[src/hw/rtl/kvt_pkg.sv]
`timescale 1ns / 1ps
// ----------------------------------------------------------------------------
// kvt_pkg: shared types and helpers of the key/value table
// Opcodes, status codes, controller states, the command broadcast to the
// cells and the record that travels along the chain of cells.
// ----------------------------------------------------------------------------
package kvt_pkg;

    localparam int WORD_W          = 64;
    localparam int DEF_ENTRIES     = 16;
    localparam int DEF_KEY_BYTES   = 8;
    localparam int DEF_VALUE_BYTES = 8;

    typedef enum logic [1:0] {
        OP_PUT   = 2'd0,
        OP_GET   = 2'd1,
        OP_DEL   = 2'd2,
        OP_CLEAR = 2'd3
    } opcode_t;

    typedef enum logic [1:0] {
        ST_OK        = 2'd0,
        ST_FULL      = 2'd1,
        ST_NOT_FOUND = 2'd2,
        ST_EMPTY     = 2'd3
    } status_t;

    typedef enum logic [1:0] {
        S_IDLE,
        S_SWEEP,
        S_COMMIT,
        S_DONE
    } state_t;

    typedef struct packed {
        logic                commit;
        opcode_t             op;
        logic                found;
        logic [WORD_W-1:0]   key;
        logic [WORD_W-1:0]   value;
        logic [WORD_W-1:0]   last_key;
        logic [WORD_W-1:0]   last_value;
    } cmd_t;

    typedef struct packed {
        logic                hit;
        logic [WORD_W-1:0]   value;
        logic [WORD_W-1:0]   last_key;
        logic [WORD_W-1:0]   last_value;
    } chain_t;

    // Keep the bytes before the first zero byte, within nbytes bytes.
    function automatic logic [WORD_W-1:0] canon_word(input logic [WORD_W-1:0] w,
                                                     input int nbytes);
        logic [WORD_W-1:0] res;
        logic              stop;
        logic [7:0]        b;
        res  = '0;
        stop = 1'b0;
        for (int i = 0; i < WORD_W / 8; i++) begin
            b = w[8*i +: 8];
            if (i < nbytes && !stop) begin
                if (b == 8'd0) begin
                    stop = 1'b1;
                end
                else begin
                    res[8*i +: 8] = b;
                end
            end
        end
        return res;
    endfunction

endpackage

[src/hw/rtl/kvt_req_if.sv]
`timescale 1ns / 1ps
// ----------------------------------------------------------------------------
// kvt_req_if: request channel of the key/value table
// Valid/ready channel carrying opcode, key and value of one request.
// ----------------------------------------------------------------------------
interface kvt_req_if;
    logic        valid;
    logic        ready;
    logic [1:0]  opcode;
    logic [63:0] search_key;
    logic [63:0] data_word;

    modport source (output valid, output opcode, output search_key, output data_word,
                    input ready);
    modport sink   (input valid, input opcode, input search_key, input data_word,
                    output ready);
endinterface

[src/hw/rtl/kvt_rsp_if.sv]
`timescale 1ns / 1ps
// ----------------------------------------------------------------------------
// kvt_rsp_if: response channel of the key/value table
// Valid/ready channel carrying status and read data of one response.
// ----------------------------------------------------------------------------
interface kvt_rsp_if;
    logic        valid;
    logic        ready;
    logic [1:0]  status;
    logic [63:0] read_data;

    modport source (output valid, output status, output read_data, input ready);
    modport sink   (input valid, input status, input read_data, output ready);
endinterface

[src/hw/rtl/kvt_ctrl.sv]
`timescale 1ns / 1ps
// ----------------------------------------------------------------------------
// kvt_ctrl: request sequencer of the key/value table
// Takes a request, broadcasts a put, get or delete while the chain sweeps,
// commits it, keeps the entry count and drives the registered response.
// ----------------------------------------------------------------------------
module kvt_ctrl #(
    parameter int ENTRIES     = kvt_pkg::DEF_ENTRIES,
    parameter int KEY_BYTES   = kvt_pkg::DEF_KEY_BYTES,
    parameter int VALUE_BYTES = kvt_pkg::DEF_VALUE_BYTES,
    parameter int CNT_W       = $clog2(ENTRIES + 1)
) (
    input  logic              clk,
    input  logic              rst_n,
    kvt_req_if.sink           req,
    kvt_rsp_if.source         rsp,
    input  kvt_pkg::chain_t   chain_res,
    output kvt_pkg::cmd_t     cmd,
    output logic [CNT_W-1:0]  count
);

    kvt_pkg::state_t  state_reg, state_next;
    kvt_pkg::opcode_t op_reg, op_next;
    logic [kvt_pkg::WORD_W-1:0] key_reg, key_next;
    logic [kvt_pkg::WORD_W-1:0] val_reg, val_next;
    logic [CNT_W-1:0] count_reg, count_next;
    logic [CNT_W-1:0] sweep_reg, sweep_next;
    kvt_pkg::status_t res_status_reg, res_status_next;
    logic [kvt_pkg::WORD_W-1:0] res_data_reg, res_data_next;
    logic             out_valid_reg, out_valid_next;
    kvt_pkg::status_t out_status_reg, out_status_next;
    logic [kvt_pkg::WORD_W-1:0] out_data_reg, out_data_next;

    always_comb
    begin
        state_next      = state_reg;
        op_next         = op_reg;
        key_next        = key_reg;
        val_next        = val_reg;
        count_next      = count_reg;
        sweep_next      = sweep_reg;
        res_status_next = res_status_reg;
        res_data_next   = res_data_reg;
        out_valid_next  = out_valid_reg;
        out_status_next = out_status_reg;
        out_data_next   = out_data_reg;

        req.ready = (state_reg == kvt_pkg::S_IDLE);

        cmd.commit     = 1'b0;
        cmd.op         = op_reg;
        cmd.found      = chain_res.hit;
        cmd.key        = key_reg;
        cmd.value      = val_reg;
        cmd.last_key   = chain_res.last_key;
        cmd.last_value = chain_res.last_value;

        if (rsp.ready)
        begin
            out_valid_next = 1'b0;
        end

        unique case (state_reg)
            kvt_pkg::S_IDLE:
            begin
                if (req.valid)
                begin
                    op_next    = kvt_pkg::opcode_t'(req.opcode);
                    key_next   = kvt_pkg::canon_word(req.search_key, KEY_BYTES);
                    val_next   = kvt_pkg::canon_word(req.data_word, VALUE_BYTES);
                    sweep_next = '0;
                    if (kvt_pkg::opcode_t'(req.opcode) == kvt_pkg::OP_CLEAR)
                    begin
                        count_next      = '0;
                        res_status_next = kvt_pkg::ST_OK;
                        res_data_next   = '0;
                        state_next      = kvt_pkg::S_DONE;
                    end
                    else
                    begin
                        state_next = kvt_pkg::S_SWEEP;
                    end
                end
            end
            kvt_pkg::S_SWEEP:
            begin
                if (sweep_reg == CNT_W'(ENTRIES - 1))
                begin
                    state_next = kvt_pkg::S_COMMIT;
                end
                else
                begin
                    sweep_next = sweep_reg + 1'b1;
                end
            end
            kvt_pkg::S_COMMIT:
            begin
                cmd.commit      = 1'b1;
                res_status_next = kvt_pkg::ST_OK;
                res_data_next   = '0;
                unique case (op_reg)
                    kvt_pkg::OP_PUT:
                    begin
                        if (!chain_res.hit)
                        begin
                            if (count_reg == CNT_W'(ENTRIES))
                            begin
                                res_status_next = kvt_pkg::ST_FULL;
                            end
                            else
                            begin
                                count_next = count_reg + 1'b1;
                            end
                        end
                    end
                    kvt_pkg::OP_GET:
                    begin
                        if (chain_res.hit)
                        begin
                            res_data_next = chain_res.value;
                        end
                        else
                        begin
                            res_status_next = kvt_pkg::ST_NOT_FOUND;
                        end
                    end
                    kvt_pkg::OP_DEL:
                    begin
                        if (count_reg == '0)
                        begin
                            res_status_next = kvt_pkg::ST_EMPTY;
                        end
                        else if (!chain_res.hit)
                        begin
                            res_status_next = kvt_pkg::ST_NOT_FOUND;
                        end
                        else
                        begin
                            count_next = count_reg - 1'b1;
                        end
                    end
                    default:
                    begin
                    end
                endcase
                state_next = kvt_pkg::S_DONE;
            end
            kvt_pkg::S_DONE:
            begin
                if (!out_valid_reg || rsp.ready)
                begin
                    out_valid_next  = 1'b1;
                    out_status_next = res_status_reg;
                    out_data_next   = res_data_reg;
                    state_next      = kvt_pkg::S_IDLE;
                end
            end
            default:
            begin
                state_next = kvt_pkg::S_IDLE;
            end
        endcase
    end

    always_ff @(posedge clk or negedge rst_n)
    begin
        if (!rst_n)
        begin
            state_reg     <= kvt_pkg::S_IDLE;
            count_reg     <= '0;
            sweep_reg     <= '0;
            out_valid_reg <= 1'b0;
        end
        else
        begin
            state_reg     <= state_next;
            count_reg     <= count_next;
            sweep_reg     <= sweep_next;
            out_valid_reg <= out_valid_next;
        end
    end

    always_ff @(posedge clk)
    begin
        op_reg         <= op_next;
        key_reg        <= key_next;
        val_reg        <= val_next;
        res_status_reg <= res_status_next;
        res_data_reg   <= res_data_next;
        out_status_reg <= out_status_next;
        out_data_reg   <= out_data_next;
    end

    assign rsp.valid     = out_valid_reg;
    assign rsp.status    = out_status_reg;
    assign rsp.read_data = out_data_reg;
    assign count         = count_reg;

endmodule

[src/flat_wrapper.sv]
// flat-port wrapper written by rule: the top's interface ports become plain ports
module kvt_ctrl_flat 
#(
    parameter int ENTRIES     = kvt_pkg::DEF_ENTRIES,
    parameter int KEY_BYTES   = kvt_pkg::DEF_KEY_BYTES,
    parameter int VALUE_BYTES = kvt_pkg::DEF_VALUE_BYTES,
    parameter int CNT_W       = $clog2(ENTRIES + 1)
)
  (clk, rst_n, chain_res, cmd, count, req_valid, req_opcode, req_search_key, req_data_word, req_ready, rsp_valid, rsp_status, rsp_read_data, rsp_ready);
  kvt_req_if req_i ();
  kvt_rsp_if rsp_i ();
  input  logic clk;
  input  logic rst_n;
  input  kvt_pkg::chain_t chain_res;
  output kvt_pkg::cmd_t cmd;
  output logic [CNT_W-1:0] count;
  input wire logic [$bits(req_i.valid)-1:0] req_valid;
  input wire logic [$bits(req_i.opcode)-1:0] req_opcode;
  input wire logic [$bits(req_i.search_key)-1:0] req_search_key;
  input wire logic [$bits(req_i.data_word)-1:0] req_data_word;
  output wire logic [$bits(req_i.ready)-1:0] req_ready;
  output wire logic [$bits(rsp_i.valid)-1:0] rsp_valid;
  output wire logic [$bits(rsp_i.status)-1:0] rsp_status;
  output wire logic [$bits(rsp_i.read_data)-1:0] rsp_read_data;
  input wire logic [$bits(rsp_i.ready)-1:0] rsp_ready;
  assign req_i.valid = req_valid;
  assign req_i.opcode = req_opcode;
  assign req_i.search_key = req_search_key;
  assign req_i.data_word = req_data_word;
  assign req_ready = req_i.ready;
  assign rsp_valid = rsp_i.valid;
  assign rsp_status = rsp_i.status;
  assign rsp_read_data = rsp_i.read_data;
  assign rsp_i.ready = rsp_ready;
  kvt_ctrl #(.ENTRIES(ENTRIES), .KEY_BYTES(KEY_BYTES), .VALUE_BYTES(VALUE_BYTES), .CNT_W(CNT_W)) u_core (.clk(clk), .rst_n(rst_n), .req(req_i), .rsp(rsp_i), .chain_res(chain_res), .cmd(cmd), .count(count));
endmodule
[config.mk]
export PLATFORM = sky130hd
export DESIGN_NAME = kvt_ctrl_flat
export DESIGN_NICKNAME = d
export VERILOG_FILES = /design/src/hw/rtl/kvt_pkg.sv /design/src/hw/rtl/kvt_req_if.sv /design/src/hw/rtl/kvt_rsp_if.sv /design/src/hw/rtl/kvt_ctrl.sv /design/src/flat_wrapper.sv
export SDC_FILE = /design/constraint.sdc
export NUM_CORES = 1
export LEC_CHECK = 0
export BUFFER_PORTS_ARGS = -buffer_cell sky130_fd_sc_hd__buf_2
export CAP_MARGIN = 5
export CORE_AREA = 2 2 258 260
export DETAILED_ROUTE_END_ITERATION = 8
export DIE_AREA = 0 0 260 262
export GPL_TIMING_DRIVEN = 0
export PLACE_DENSITY_LB_ADDON = 0.1
export SKIP_CTS_REPAIR_TIMING = 1
export SYNTH_ARGS = -nofsm -noshare
export SYNTH_HDL_FRONTEND = slang
export SYNTH_SLANG_ARGS = --single-unit
[constraint.sdc]
create_clock -name clk -period 12.8 [get_ports clk]
set_input_delay 1.28 -clock clk [delete_from_list [all_inputs] [get_ports clk]]
set_output_delay 1.28 -clock clk [all_outputs]
set_load 0.03 [all_outputs]
Yosys cells after proc, flatten, opt, wreduce, memory -nomap -nowiden:

Index checks and enable logic that the tools add are counted.

* bits in registers: 275
* input bits: 327
* output and inout port bits: 333
* word-level logic and storage cells: 176

* $add $sub $neg: 3
* equality and inequality tests: 18
* muxes and demuxes: 87
* reduce and logical (&&, ||, !) cells: 43

Operators with widths (count)
* $mux 64: 4
* $logic_not 8->1: 16
* $pmux 64 s2: 1
* $mux 1: 59
* $mux 5: 8
* $pmux 5 s2: 3
* $reduce_or 2->1: 14
* $mux 2: 9
* $ne 3x3->1 const B: 4
* $add 5x1->5 const B: 2
* $reduce_and 3->1: 3
* $eq 2x2->1 const B: 4
* $pmux 2 s4: 1
* $reduce_and 8->1: 1
* $ne 2x1->1 const B: 3
* $pmux 2 s3: 1
* $eq 5x4->1 const B: 1
* $eq 5x5->1 const B: 1
* $logic_not 5->1: 1
* $sub 5x1->5 const B: 1
* $eq 2x1->1 const B: 2
* $logic_not 2->1: 2
* $ne 2x2->1 const B: 2
* $pmux 2 s2: 1
* other kinds (5): 7

Depth between registers and ports, before layout:

* depth after elaboration: 23
* mapped depth: 9
* depth with buffers taken out: 8

Worst setup path before layout:

No wires, ideal clock.

* kind: input-to-reg
* from: input req_valid
* to: register u_core.key_reg[0] in the netlist's numbering (enable)
* library setup time: 0.504 ns
* arrival time: 4.242 ns
* data required time: 12.296 ns
* slack: 8.054 ns
* cell stages on the path: 1
* buffers on the path: 0
* cell sequence: and2_1

* longest elaborated chain between the ends: 1

RTL lines
* from (decl): RTL line flat_wrapper.sv:17 `input wire logic [$bits(req_i.valid)-1:0] req_valid;`
* $reduce_and 2->1 (no line)
* to (signal assigned): RTL line kvt_ctrl.sv:186 `key_reg <= key_next;`
* to (decl): RTL line kvt_ctrl.sv:24 `logic [kvt_pkg::WORD_W-1:0] key_reg, key_next;`

Every way passes these cells.
A chain may end at the register's enable or synchronous reset.

Worst setup path after layout:

* from: input chain_res[192] in the netlist's numbering
* to: output cmd[256] in the netlist's numbering

RTL lines
* from (decl): RTL line flat_wrapper.sv:14 `input kvt_pkg::chain_t chain_res;`
* to (decl): RTL line flat_wrapper.sv:15 `output kvt_pkg::cmd_t cmd;`

No word-level cell between the ends.

==> run summary <==
After the last flow step, the layout net total stands at 1675. Across the whole layout, storage elements account for 8190 sq um. For the summed instance area of the synthesized netlist, the log shows 11300 sq um. The tools report the library cell used as clock root buffer as clkbuf_16.

Launching instance or port of the critical path: chain_res[192]. The area overhead of the layout relative to synthesis was 44.7%. The share of cells above drive strength 1 came out at 0.529. The multi-input combinational cells in the finished layout cover a total of 2020 sq um. The tools report the design area as 16400 sq um. The commonest cells after synthesis are edfxtp_1 (262), and2_1 (155), buf_4 (129), clkbuf_1 (32).

For this design the ratio of total power to cell area is 198 nW/um^2. For the overall die area, the log shows 68100 sq um. Setup-violating endpoint count in the final report: 0.

The critical path in this run is classified as primary input to primary output. The run gives 1.75 ns as the worst path arrival time. For this run, the leading register cell type out of synthesis is edfxtp_1. The run gives 39 as the distinct cell type count of the synthesized netlist. The core region is 65300 sq um. Share of the yosys chip area belonging to registers: 0.722. The tools report the number of maximum-capacitance constraint violations as 0. The wire-length estimate of the detail-placed layout is 37500 um. TritonCTS created 38 clock buffers. For the number of buffers between clock root and the deepest sink, the log shows 3.

The flow ran to the end, and the final reports show no timing, DRC or antenna violations. The number of antenna violations at the first check in global routing was 24. Setup repair after global routing left no endpoint under its margin.

In the routed layout, each cell is associated on average with a via count of 3.64. In the synthesized netlist, the number of instances is 763. The maximum clock frequency was 330 MHz. The tools report the total via count in the routed design as 8177.

The die width was 260 um; the clock latency on the worst-skew pair was 0.55 ns. Dividing the synthesized area by the synthesized cell count gives 14.9 sq um. The shortest clock period the worst path allows after layout came out at 3.03 ns. During synthesis, Yosys emitted a total of 0 warnings. The number of global-route vias before repair was 8362.

Across all hold checks on the routed design, the worst slack comes to 0.415 ns. Clock-pin slew was measured on the worst setup and hold paths at 0.06 ns. The first detailed-routing pass ran for 4 iterations. IR analysis of the VDD net gives a maximum drop of 0.0822 mV. In this run the worst path has a maximum fanout of 7. The placed instances occupy a cell area of 15200 sq um.

The first global-routing pass estimated 62100 um of wire. For this design the top-level I/O count stands at 660. The run gives 334 as the number of DRC markers after the initial detailed-route iteration. The startpoint type of the worst setup path is a primary input. In the final timing run, aggregate negative setup slack is 0 ns.

The final routed wire length divided by cell count is 20.8 um. Routability-driven placement finished with a final weighted congestion of 0.847. After layout, the design draws a total of 3.26 mW.

Worst-margin pin slew: 0.843 ns. The post-placement worst setup slack is 9.29 ns, and the overflow left after global routing is 0. The worst setup path is captured at a primary output. Entering global routing, the biggest net connects 54 pins. The post-synthesis async set-or-reset flop share is 0.0473. The number of standard cells in the final layout excluding fillers came out at 2248. The initialized floorplan defines 94 standard-cell rows. The worst hold path belongs to the class flop to flop.

For this run, design rule violations remaining after detail routing come to 0. In this run the most critical hold path is launched from u_core.res_data_reg[29]$_SDFFCE_PN0P_. Counting every net in the synthesized netlist gives 1100. For the final standard cell utilization of the core, the log shows 0.251. Yosys instantiated no cell more often than edfxtp_1.

In this run the tool buffered the top-level ports with 531 buffer cells. Synthesis inferred 275 register bits. The top-area cell type share of the netlist area is 0.693, and the total track usage is 0.131.

Standby leakage power: 6.91 nW. The number of flops mapped to enable cells by yosys came out at 262. The count of endpoints failing hold in the final timing report was 0.

After filler insertion, the fill cell instance count of the layout stands at 6965. TritonCTS built the clock tree. Final worst slack: 9.77 ns. edfxtp_1 takes more of the synthesized area than any other cell. The H-tree depth reported by CTS is 2. The headroom to the max-slew limit was 0.438; the count of clock tree sinks was 275. Yosys attributes the largest share of cell area to edfxtp_1 (69%), and2_1 (8.5%), buf_4 (8.5%). Clock skew on the completed layout was measured at 0.0207 ns. The post-route fraction of the period consumed by the critical path is 0.237. In this run the remaining antenna-violating nets after routing total 0. After detailed routing, the total wire length is 46800 um. The cell total after placement came out at 2162. The startpoint identified for the worst register-to-register timing path is u_core.state_reg[0]$_DFFE_PN0P_. Measured along the y axis, the die boundary spans 262 um. The run gives 0.174 as the initial core utilization. The final number of max-transition violations is 0.

For the worst setup path, the data required time is 11.52 ns.
## area by class of cell
type | instances | area share
Inverter | 12 | 0.00290
Antenna cell | 16 | 0.00244
Sequential cell | 275 | 0.499
Clock buffer | 53 | 0.0633
Buffer | 162 | 0.0666
Timing Repair Buffer | 535 | 0.168
Clock inverter | 17 | 0.00854
Tap cell | 864 | 0.0659
Multi-Input combinational cell | 314 | 0.123
## cell families (layout without fill, tap and decap cells)
family | count (synthesis) | in the layout | share of synthesized area
flip-flops | 275 | 275 | 0.722
AND/OR/NAND/NOR | 265 | 265 | 0.141
buffers and inverters | 174 | 779 | 0.100
AO/OA/AOI/OAI | 33 | 33 | 0.0195
adder cells (fa/ha/maj) | 10 | 10 | 0.0117
XOR/XNOR | 3 | 3 | 0.00232
multiplexers | 3 | 3 | 0.00276
other | 0 | 16 | 0
## where the power goes
group / internal [mW] / switching, mW / total (mW)
clock network: 0.592 / 0.425 / 1.02
registers: 1.27 / 0.0636 / 1.33
logic: 0.247 / 0.658 / 0.905
total: 2.11 / 1.15 / 3.26
## metal layers
layer / vias up / track usage / share of wire
met5: - / 0 / 0.0013
met4: 10 / 0.0562 / 0.032
met3: 75 / 0.0558 / 0.11
met1: 3911 / 0.140 / 0.35
li1: 3768 / - / -
met2: 413 / 0.226 / 0.50
## final timing paths
| path | to | slack (ns) | cells after the start |
|---|---|---|---|
| worst max-delay path | cmd[256] | 9.77 | 3 |
| worst max register to register | u_core.res_data_reg[58]$_SDFFCE_PN0P_ | 10.23 | 7 |
| max in group asynchronous | u_core.sweep_reg[3]$_DFFE_PN0P_ | 11.88 | 1 |
| worst min-delay path | u_core.rsp.read_data[29]$_DFFE_PP_ | 0.41 | 0 |
| worst min register to register | u_core.rsp.read_data[29]$_DFFE_PP_ | 0.41 | 0 |
| min in group asynchronous | u_core.state_reg[1]$_DFFE_PN0P_ | 0.65 | 1 |
## cell usage in the layout, fill, tap and decap left out, types with 7 or more instances in the layout
cell type	synthesis	final
dfrtp_1	13	13
nor4_1	26	26
buf_2	1	532
ha_1	9	9
or4_1	7	7
clkbuf_16	0	39
and3_1	26	26
a21oi_1	7	7
nor2_1	12	12
o21ai_0	9	9
diode_2	0	16
and2_1	155	153
inv_1	12	11
clkbuf_1	32	45
nand2_1	16	16
buf_4	129	129
edfxtp_1	262	262
## worst max-delay path: stages
cell and delay [ns]:
buf_2 0.16, buf_4 0.12, buf_2 0.18
Power figures use the tool's default switching activity.
