### config.mk
export PLATFORM = sky130hd
export DESIGN_NAME = kvt_cell
export DESIGN_NICKNAME = d
export VERILOG_FILES = /design/src/hw/rtl/kvt_pkg.sv /design/src/hw/rtl/kvt_cell.sv
export SDC_FILE = /design/constraint.sdc
export NUM_CORES = 1
export LEC_CHECK = 0
export BUFFER_PORTS_ARGS = -buffer_cell sky130_fd_sc_hd__buf_2
export CORE_AREA = 2 2 257 259
export CTS_CLUSTER_SIZE = 12
export DETAILED_ROUTE_END_ITERATION = 8
export DIE_AREA = 0 0 259 261
export GPL_TIMING_DRIVEN = 0
export HOLD_SLACK_MARGIN = 0.15
export SYNTH_ARGS = -nofsm -noshare
export SYNTH_HDL_FRONTEND = slang
export SYNTH_SLANG_ARGS = --single-unit
### constraint.sdc
create_clock -name clk -period 9.4 [get_ports clk]
set_input_delay 1.41 -clock clk [delete_from_list [all_inputs] [get_ports clk]]
set_output_delay 1.41 -clock clk [all_outputs]
set_load 0.005 [all_outputs]
### src/hw/rtl/kvt_pkg.sv
`timescale 1ns / 1ps
// ----------------------------------------------------------------------------
// kvt_pkg: shared types and helpers of the key/value table
// Opcodes, status codes, controller states, the command broadcast to the
// cells and the record that travels along the chain of cells.
// ----------------------------------------------------------------------------
package kvt_pkg;

    localparam int WORD_W          = 64;
    localparam int DEF_ENTRIES     = 16;
    localparam int DEF_KEY_BYTES   = 8;
    localparam int DEF_VALUE_BYTES = 8;

    typedef enum logic [1:0] {
        OP_PUT   = 2'd0,
        OP_GET   = 2'd1,
        OP_DEL   = 2'd2,
        OP_CLEAR = 2'd3
    } opcode_t;

    typedef enum logic [1:0] {
        ST_OK        = 2'd0,
        ST_FULL      = 2'd1,
        ST_NOT_FOUND = 2'd2,
        ST_EMPTY     = 2'd3
    } status_t;

    typedef enum logic [1:0] {
        S_IDLE,
        S_SWEEP,
        S_COMMIT,
        S_DONE
    } state_t;

    typedef struct packed {
        logic                commit;
        opcode_t             op;
        logic                found;
        logic [WORD_W-1:0]   key;
        logic [WORD_W-1:0]   value;
        logic [WORD_W-1:0]   last_key;
        logic [WORD_W-1:0]   last_value;
    } cmd_t;

    typedef struct packed {
        logic                hit;
        logic [WORD_W-1:0]   value;
        logic [WORD_W-1:0]   last_key;
        logic [WORD_W-1:0]   last_value;
    } chain_t;

    // Keep the bytes before the first zero byte, within nbytes bytes.
    function automatic logic [WORD_W-1:0] canon_word(input logic [WORD_W-1:0] w,
                                                     input int nbytes);
        logic [WORD_W-1:0] res;
        logic              stop;
        logic [7:0]        b;
        res  = '0;
        stop = 1'b0;
        for (int i = 0; i < WORD_W / 8; i++) begin
            b = w[8*i +: 8];
            if (i < nbytes && !stop) begin
                if (b == 8'd0) begin
                    stop = 1'b1;
                end
                else begin
                    res[8*i +: 8] = b;
                end
            end
        end
        return res;
    endfunction

endpackage

### src/hw/rtl/kvt_cell.sv
`timescale 1ns / 1ps
// ----------------------------------------------------------------------------
// kvt_cell: one entry of the key/value table
// Holds one key/value pair, compares it against the broadcast key, merges
// its hit and last-entry data into the chain record and applies the commit.
// ----------------------------------------------------------------------------
module kvt_cell #(
    parameter int KEY_W   = kvt_pkg::DEF_KEY_BYTES * 8,
    parameter int VALUE_W = kvt_pkg::DEF_VALUE_BYTES * 8,
    parameter int CNT_W   = $clog2(kvt_pkg::DEF_ENTRIES + 1)
) (
    input  logic                 clk,
    input  kvt_pkg::cmd_t        cmd,
    input  logic [CNT_W-1:0]     index,
    input  logic [CNT_W-1:0]     count,
    input  kvt_pkg::chain_t      chain_in,
    output kvt_pkg::chain_t      chain_out
);

    logic [KEY_W-1:0]   key_reg;
    logic [VALUE_W-1:0] value_reg;
    kvt_pkg::chain_t    chain_reg;
    kvt_pkg::chain_t    chain_next;

    logic live;
    logic is_last;
    logic is_append;
    logic hit;

    assign live      = index < count;
    assign is_last   = live && (index == count - 1'b1);
    assign is_append = index == count;
    assign hit       = live && (key_reg == cmd.key[KEY_W-1:0]);

    always_comb
    begin
        chain_next = chain_in;
        if (hit)
        begin
            chain_next.hit   = 1'b1;
            chain_next.value = kvt_pkg::WORD_W'(value_reg);
        end
        if (is_last)
        begin
            chain_next.last_key   = kvt_pkg::WORD_W'(key_reg);
            chain_next.last_value = kvt_pkg::WORD_W'(value_reg);
        end
    end

    always_ff @(posedge clk)
    begin
        chain_reg <= chain_next;
        if (cmd.commit)
        begin
            unique case (cmd.op)
                kvt_pkg::OP_PUT:
                begin
                    if (cmd.found ? hit : is_append)
                    begin
                        key_reg   <= cmd.key[KEY_W-1:0];
                        value_reg <= cmd.value[VALUE_W-1:0];
                    end
                end
                kvt_pkg::OP_DEL:
                begin
                    if (hit)
                    begin
                        key_reg   <= cmd.last_key[KEY_W-1:0];
                        value_reg <= cmd.last_value[VALUE_W-1:0];
                    end
                end
                default:
                begin
                end
            endcase
        end
    end

    assign chain_out = chain_reg;

endmodule

After elaboration in Yosys (flattened, before gate mapping)
Cells that the tools add are included.

$lt $le $gt $ge: 1. $add $sub $neg: 1. Equality and inequality tests: 6. Muxes and demuxes: 9. Reductions and logical operators: 5.

Operator list (number): 2-to-1 mux 64 bit (5); case mux 64 bit (2 select lines) (2); 2-to-1 mux 128 bit (1); == test 64 bit (1); == test 5 bit (2); less-than comparator 5 bit (1); subtractor 5 x 1 -> 5 bit, second input constant (1); inequality test 2 bit, second input constant (2); AND reduction 4 bit (1); == test 2 bit, second input constant (1); logical AND 1 bit (2); zero test 2 bit (1); nonzero test 2 bit (1); 2-to-1 mux 1 bit (1).

Word-level logic and storage cells: 28. Input port bits: 464. Register bits: 321. Output and inout port bits: 193.

Logic depth before layout (Yosys ltp)
Gate-level depths: netlist (run 1).

Word-level depth: 5. Gate-level depth with buffers: 10. Mapped depth without buffers: 8.

Worst setup path before layout (run 1)
OpenSTA, ideal clock, no wires.

Path type: input port to flip-flop. From: input count[3]. To: register key_reg[0], enable pin. Path buffers: 2. Library setup time: 0.509 ns. Arrival time: 5.914 ns. Stages: 9. Required time: 8.891 ns. Path slack: 2.977 ns. Cell sequence: inv_1 -> ha_1 -> a21o_1 -> a211oi_1 -> nand2_1 -> nor4_2 -> buf_4 -> buf_6 -> a32o_1.

Longest elaborated chain between the ends: 5. Elaborated cells between the ends (all ways): 7. Those cells by class: 1 x order compare; 3 x eq/ne; 1 x mux; 2 x reduce/logical.

Ends and longest elaborated chain: start: declaration (line kvt_cell.sv:15) `input logic [CNT_W-1:0] count,`; less-than comparator 5 bit (line kvt_cell.sv:30) `assign live = index < count;`; logical AND 1 bit (line kvt_cell.sv:33) `assign hit = live && (key_reg == cmd.key[KEY_W-1:0]);`; 2-to-1 mux 1 bit (line kvt_cell.sv:58) `if (cmd.found ? hit : is_append)`; inequality test 2 bit (no line); AND reduction 4 bit (no line) *; end signal: assignment (line kvt_cell.sv:60) `key_reg <= cmd.key[KEY_W-1:0];`; end signal: assignment (line kvt_cell.sv:68) `key_reg <= cmd.last_key[KEY_W-1:0];`; end: declaration (line kvt_cell.sv:20) `logic [KEY_W-1:0] key_reg;`.

Every way passes the cells marked *; elsewhere a longest branch is shown, timed or not. A chain may end at the register's enable or synchronous reset.

Final worst setup path (run 1)
From: input cmd[193] (netlist bit). To: register key_reg[26], enable pin.

Longest elaborated chain between the ends: 5. Elaborated cells between the ends (all ways): 6. Those cells by class: 3 x eq/ne; 1 x mux; 2 x reduce/logical.

Ends and longest elaborated chain: start: declaration (line kvt_cell.sv:13) `input kvt_pkg::cmd_t cmd,`; == test 64 bit * (line kvt_cell.sv:33); logical AND 1 bit * (line kvt_cell.sv:33); 2-to-1 mux 1 bit (line kvt_cell.sv:58); inequality test 2 bit (no line); AND reduction 4 bit (no line) *.

Marked as above.

==> summary.md, run 1 <==
| Metric | Value |
|---|---|
| Leak | `7.67 nW` |
| First-pass iteration count of the detailed router | `4` |
| Rel. slew slack | `10.4%` |
| CTS tree | `done` |
| Reg2reg path depth | `8` |
| Die height | `261 um` |
| Site Rows | `94` |
| Starting Density | `19.2%` |
| Clk_lat worst skew | `0.55 ns` |
| Vias in the first global route | `10.3k` |
| Pins Over Slew Limit | `0` |
| CP arrival | `4.99 ns` |
| Post-synth ARST share | `0%` |
| Mux cell area share after synthesis | `28.9%` |
| Worst setup path category | `primary input to flop` |
| Hold Path Depth | `1` |
| Combinational family with the most area after synthesis | `multiplexers` |
| Share of the synthesized area in the top cell type | `31.0%` |
| Min cycle time layout | `4.80 ns` |
| Post-Synth XOR/XNOR Area | `4.92%` |
| Clk_skew | `0.0152 ns` |
| Unrepaired setup endpoints after global routing | `no` |
| Max-Cap Viols | `0` |
| ANT nets after route | `0` |
| Mapped Cells | `799` |
| Commonest cells in the netlist | `282 x mux2_2, 193 x dfxtp_1, 128 x edfxtp_1` |
| Synth Area in Compound Gates | `0.301%` |
| Syn Std Cell Area | `12500 um^2` |
| Fmax | `0.209 GHz` |
| IO Port Bufs | `656` |
| Post-route cell area | `18100 um^2` |
| Drt first-iter violations | `382` |
| Final Util | `27.8%` |
| Final setup fails | `0` |
| Hold EP | `chain_out[172]$_DFF_P_` |
| Root buf cell | `clkbuf_16` |
| Final Hold Fails | `0` |
| Final worst path period share | `51.0%` |
| Hold crit path type | `flop to flop` |
| Status | `finished clean` |
| Mean routed wirelength per cell | `20.6 um` |
| Main synth FF type | `dfxtp_1` |
| Worst-Margin Slew | `1.34 ns` |
| Register bit total from synthesis | `321` |
| Register area share after synthesis | `61.9%` |
| FF-to-FF setup slack | `5.14 ns` |
| Dpl cell area | `16900 um^2` |
| H-tree depth | `2` |
| Chip width | `259 um` |
| Vias per cell | `3.90` |
| Hold path startpoint | `value_reg[44]$_DFFE_PP_` |
| YS warnings | `0` |
| Max reg flops | `193` |
| Worst Path Max Fanout | `57` |
| Largest net degree at the start of global routing | `59` |
| Share of layout cells above drive strength 1 | `67.0%` |
| Fin nets | `1966` |
| Post-Synth Simple-Gate Area | `1.69%` |
| Most area-consuming cells after synthesis | `dfxtp_1 31%, edfxtp_1 31%, mux2_2 25%` |
| Core Area | `65000 um^2` |
| Number of synthesized flops with an enable pin | `128` |
| Max clock buf depth | `3` |
| # DRC | `0` |
| Post-synth top area cell | `dfxtp_1` |
| Initial antenna violation count | `10` |
| Die Area | `67600 um^2` |
| Most common cell in the synthesized netlist | `mux2_2` |
| Reg2Reg Launch Point | `key_reg[4]$_DFFE_PP_` |
| Placer congestion estimate | `0.873` |
| Remaining global-route overflow | `0` |
| Post-Synthesis Net Count | `1269` |
| Num CTS Buffers | `37` |
| DPL Wire Length | `39.5 mm` |
| Setup crit end kind | `flop` |
| Total track usage | `13.8%` |
| Clk slew on worst S/H paths | `0.06 ns` |
| Capture point of the worst reg-to-reg path | `key_reg[26]$_DFFE_PP_` |
| Cts repair resizes | `0` |
| Post-synthesis to final-layout area growth | `45.1%` |
| Worst-case vdd ir drop | `0.000120 V` |
| Top-Level Pins | `657` |
| Startpoint class of the critical path | `primary input` |
| First-pass GRT wire length | `67.1 mm` |
| Post-synth cell types | `29` |
| Post-CTS setup buffers | `0` |
| Area share of fa/ha/maj cells after synthesis | `0.603%` |
| WP data required | `9.60 ns` |
| Hold-fix buffers at CTS | `0` |
| Power Density | `181 nW/um^2` |
| CTS Sinks | `321` |
| Synthesized area per cell | `15.6 um^2` |
| Drt total wl | `49.4 mm` |
| Total number of vias | `9331` |
==> where the power goes <==
part | switching [mW] | internal, mW
sequential | 0.0151 | 1.50
combinational | 0.146 | 0.191
clock | 0.595 | 0.820
total | 0.757 | 2.51
==> through the flow <==
stage          power (mW)  hold WS (ns)  TNS [ns]  cells  setup WS (ns)
3_3_place_gp         1.88         0.456   -136.55   2319          -1.10
4_1_cts              3.33         0.485         0   2389           4.26
6_report             3.27         0.485         0   2392           4.60
5_1_grt              3.39         0.502         0   2389           4.24
2_1_floorplan        1.68         0.453         0    799           2.98
3_5_place_dp         1.89         0.466         0   2321           3.68
==> worst max-delay path: stages <==
cell and delay, ns:
buf_2 0.11, xnor2_1 0.43, nand4_1 0.22, nor4_1 0.60, nand2_1 0.14, nor4_2 0.64, buf_4 0.44, buf_6 0.23
a32o_4 0.34, buf_16 0.28
==> worst max-delay path by stage <==
stage                            endpoint  slack (ns)     start  cells after the start
finish              key_reg[26]$_DFFE_PP_        4.60  cmd[193]                     10
CTS                 key_reg[12]$_DFFE_PP_        4.26  cmd[193]                     10
global placement    key_reg[28]$_DFFE_PP_       -1.10  cmd[244]                      8
global route        key_reg[55]$_DFFE_PP_        4.24  cmd[244]                      9
floorplan            key_reg[0]$_DFFE_PP_        2.98  count[3]                      9
detailed placement  key_reg[27]$_DFFE_PP_        3.68  cmd[244]                      9
==> metal layers <==
metal	GRT usage [%]	wire, um
met1	15.4	19100
met2	24.9	24900
met3	3.80	3750
met4	4.98	1670
met5	0	0
==> placed cells by master (no fill, tap or decap), types with 2 or more instances in the layout <==
cell type | netlist | layout
ha_1 | 6 | 6
buf_6 | 4 | 4
inv_6 | 0 | 2
inv_1 | 7 | 7
clkbuf_1 | 13 | 24
nand3_1 | 3 | 3
edfxtp_1 | 128 | 128
nand2b_1 | 2 | 2
xor2_1 | 50 | 50
buf_2 | 16 | 673
mux2_1 | 38 | 38
clkinv_2 | 0 | 5
xnor2_1 | 20 | 20
diode_2 | 0 | 3
clkbuf_16 | 0 | 37
clkbuf_8 | 0 | 11
nand4_1 | 7 | 7
mux2_2 | 282 | 282
nor2_1 | 3 | 3
dfxtp_1 | 193 | 193
buf_16 | 0 | 2
nor4_1 | 14 | 14
==> cells by family (layout without fill, tap and decap cells) <==
family / Yosys count / after routing
flip-flops: 321 / 321
multiplexers: 320 / 320
XOR/XNOR: 70 / 70
buffers and inverters: 42 / 768
AND/OR/NAND/NOR: 35 / 35
adder cells (fa/ha/maj): 6 / 6
AO/OA/AOI/OAI: 5 / 5
other: 0 / 3
==> layout make-up <==
cell class / count / area, um^2
diodes: 3 / 7.51
plain buffers: 35 / 186
clock buffers: 59 / 1120
clock inverters: 9 / 66.3
fillers: 6751 / 47000
inverters: 7 / 26.3
multi-input cells: 436 / 4550
flip-flops and latches: 321 / 7710
well taps: 864 / 1080
repair buffers: 658 / 3340
Note: power is estimated with default switching activity, not from simulation.
==> run 2, diff against run 1 <==
==> constraint.sdc (replaced) <==
create_clock -name clk -period 4.2 [get_ports clk]
set_input_delay 0.63 -clock clk [delete_from_list [all_inputs] [get_ports clk]]
set_output_delay 0.63 -clock clk [all_outputs]
set_load 0.005 [all_outputs]
==> run 2 against run 1 <==
Effect of this change: sequential power up 120%; setup slack worse by 4.3 ns; register-to-register slack worse by 4.8 ns; die area unchanged; sequential share of layout area about the same; largest cell class unchanged; clock power up 120%; wire length down 0.25%; highest routed layer is now met5; count of clock-buffer cells in the layout down 4; cell area about the same; via count up 0.42%; total power up 120%; largest power group unchanged.
==> summary.md, run 2 (synthesized netlist as in run 1, its figures left out) <==
| Metric | Value |
|---|---|
| Status | `finished clean` |
| Top-Level Pins | `657 (unchanged)` |
| Post-route cell area | `18100 um^2 (about the same)` |
| Post-synthesis to final-layout area growth | `45.3% (about the same)` |
| # DRC | `0 (unchanged)` |
| Dpl ws | `-0.574 ns (-4.25 ns)` |
| Min cycle time layout | `3.87 ns` |
| Hold crit path type | `primary input to flop` |
| FILL cells | `6773 (+0.33%)` |
| CTS Sinks | `321 (unchanged)` |
| Total number of vias | `9370 (+0.42%)` |
| Setup TNS Final | `0 ns (unchanged)` |
| Post-CTS setup buffers | `0 (unchanged)` |
| Fin nets | `1966 (unchanged)` |
| First-pass iteration count of the detailed router | `4 (unchanged)` |
| Total track usage | `13.7% (-0.075 points)` |
| Unrepaired setup endpoints after global routing | `no` |
| Final setup fails | `0 (unchanged)` |
| Final worst path period share | `92.1%` |
| CP arrival | `4.05 ns (-0.94 ns)` |
| Clk_skew | `0.0185 ns (+0.00330 ns)` |
| Dpl cell area | `16900 um^2 (about the same)` |
| Max clock buf depth | `3 (unchanged)` |
| Worst Path Max Fanout | `57 (unchanged)` |
| Worst-case vdd ir drop | `0.000227 V (+89%)` |
| DPL Wire Length | `38.6 mm (-2.3%)` |
| Startpoint class of the critical path | `flop` |
| Clk slew on worst S/H paths | `0.06 ns (about the same)` |
| Drt first-iter violations | `377 (-1.3%)` |
| Worst setup slack after layout | `0.331 ns (-4.27 ns)` |
| Starting Density | `19.2% (unchanged)` |
| WP data required | `4.38 ns (-5.22 ns)` |
| Final Util | `27.8% (about the same)` |
| Final Hold Fails | `0 (unchanged)` |
| Power Density | `404 nW/um^2 (+120%)` |
| Rel. slew slack | `15.6% (+5.2 points)` |
| Core Area | `65000 um^2 (unchanged)` |
| Worst-Margin Slew | `1.27 ns (-0.0784 ns)` |
| Root buf cell | `clkbuf_16` |
| ANT nets after route | `0 (unchanged)` |
| Pins Over Slew Limit | `0 (unchanged)` |
| FF/Latch Area | `7710 um^2 (unchanged)` |
| Max-Cap Viols | `0 (unchanged)` |
| Mean routed wirelength per cell | `20.6 um (-0.25%)` |
| Max reg flops | `193 (unchanged)` |
| H-tree depth | `2 (unchanged)` |
| Vias in the first global route | `10.2k (-1.1%)` |
| Num CTS Buffers | `37 (unchanged)` |
| IO Port Bufs | `656 (unchanged)` |
| Commonest non-fill, non-tap cell in the layout | `buf_2` |
| Drt total wl | `49.2 mm (-0.25%)` |
| Fmax | `0.258 GHz` |
| Chip width | `259 um (unchanged)` |
| Leak | `7.68 nW (about the same)` |
| Share of layout cells above drive strength 1 | `66.9% (-0.087 points)` |
| Worst setup path category | `flop to flop` |
| Die Area | `67600 um^2 (unchanged)` |
| Most frequent cells in the layout | `672 x buf_2, 282 x mux2_2, 193 x dfxtp_1` |
| Multi-input logic area | `4570 um^2 (+0.33%)` |
| Largest net degree at the start of global routing | `59 (unchanged)` |
| Setup crit end kind | `flop` |
| Initial antenna violation count | `7 (-3)` |
| Placer congestion estimate | `0.839 (-4.0%)` |
| Vias per cell | `3.92 (+0.42%)` |
| Site Rows | `94 (unchanged)` |
| Remaining global-route overflow | `0 (unchanged)` |
| Total chip power | `7.31 mW (+120%)` |
| First-pass GRT wire length | `66.5 mm (-0.93%)` |
| Die height | `261 um (unchanged)` |
| Clk_lat worst skew | `0.54 ns (about the same)` |
| CTS tree | `done` |
| Hold-fix buffers at CTS | `0 (unchanged)` |
[run 2: power by group]
part | leakage (nW) | total, mW | switching (mW) | internal, mW
registers | 2.78 | 3.40 | 0.0339 | 3.37
clock network | 0.583 | 3.17 | 1.30 | 1.87
logic | 4.32 | 0.745 | 0.319 | 0.426
[run 2: cell type report]
type / count / area share (%)
Tap cell: 864 / 5.97
Buffer: 35 / 1.02
Sequential cell: 321 / 42.6
Multi-Input combinational cell: 436 / 25.2
Clock inverter: 12 / 0.491
Antenna cell: 4 / 0.0553
Clock buffer: 55 / 6.06
Inverter: 7 / 0.145
Timing Repair Buffer: 658 / 18.4
[run 2: critical path: stages, from the launching register on]
cell      delay [ns]
edfxtp_1        0.40
xnor2_1         0.45
nand4_1         0.28
nor4_4          0.45
nand2_1         0.12
nor4_2          0.43
buf_4           0.38
buf_6           0.23
a32o_4          0.35
buf_16          0.28
[run 2: repair_timing]
item                       in CTS  in global routing
setup endpoints to repair     115                 36
pin swaps                       0                  0
resized for setup               1                  1
[run 2: worst paths after layout]
path,start,endpoint,cells past startpoint,slack (ns)
worst max register to register,key_reg[1]$_DFFE_PP_,key_reg[17]$_DFFE_PP_,9,0.33
worst max-delay path,key_reg[1]$_DFFE_PP_,key_reg[17]$_DFFE_PP_,9,0.33
worst min register to register,value_reg[45]$_DFFE_PP_,chain_out[173]$_DFF_P_,1,0.48
worst min-delay path,chain_in[192],chain_out[192]$_SDFF_PP1_,2,0.29
[run 2: per-layer routing]
layer	GRT usage (%)	wire length (um)	vias up
met4	6.15	2010	6
met3	4.95	4760	96
met1	14.6	18100	4456
met2	24.3	24400	498
met5	0	38	-
li1	-	-	4314
[run 2: stage by stage]
step,std cells,hold slack [ns]
5_1_grt,2390,0.253
4_1_cts,2388,0.241
3_5_place_dp,2321,0.467
2_1_floorplan,799,0.453
3_3_place_gp,2319,0.456
6_report,2392,0.291
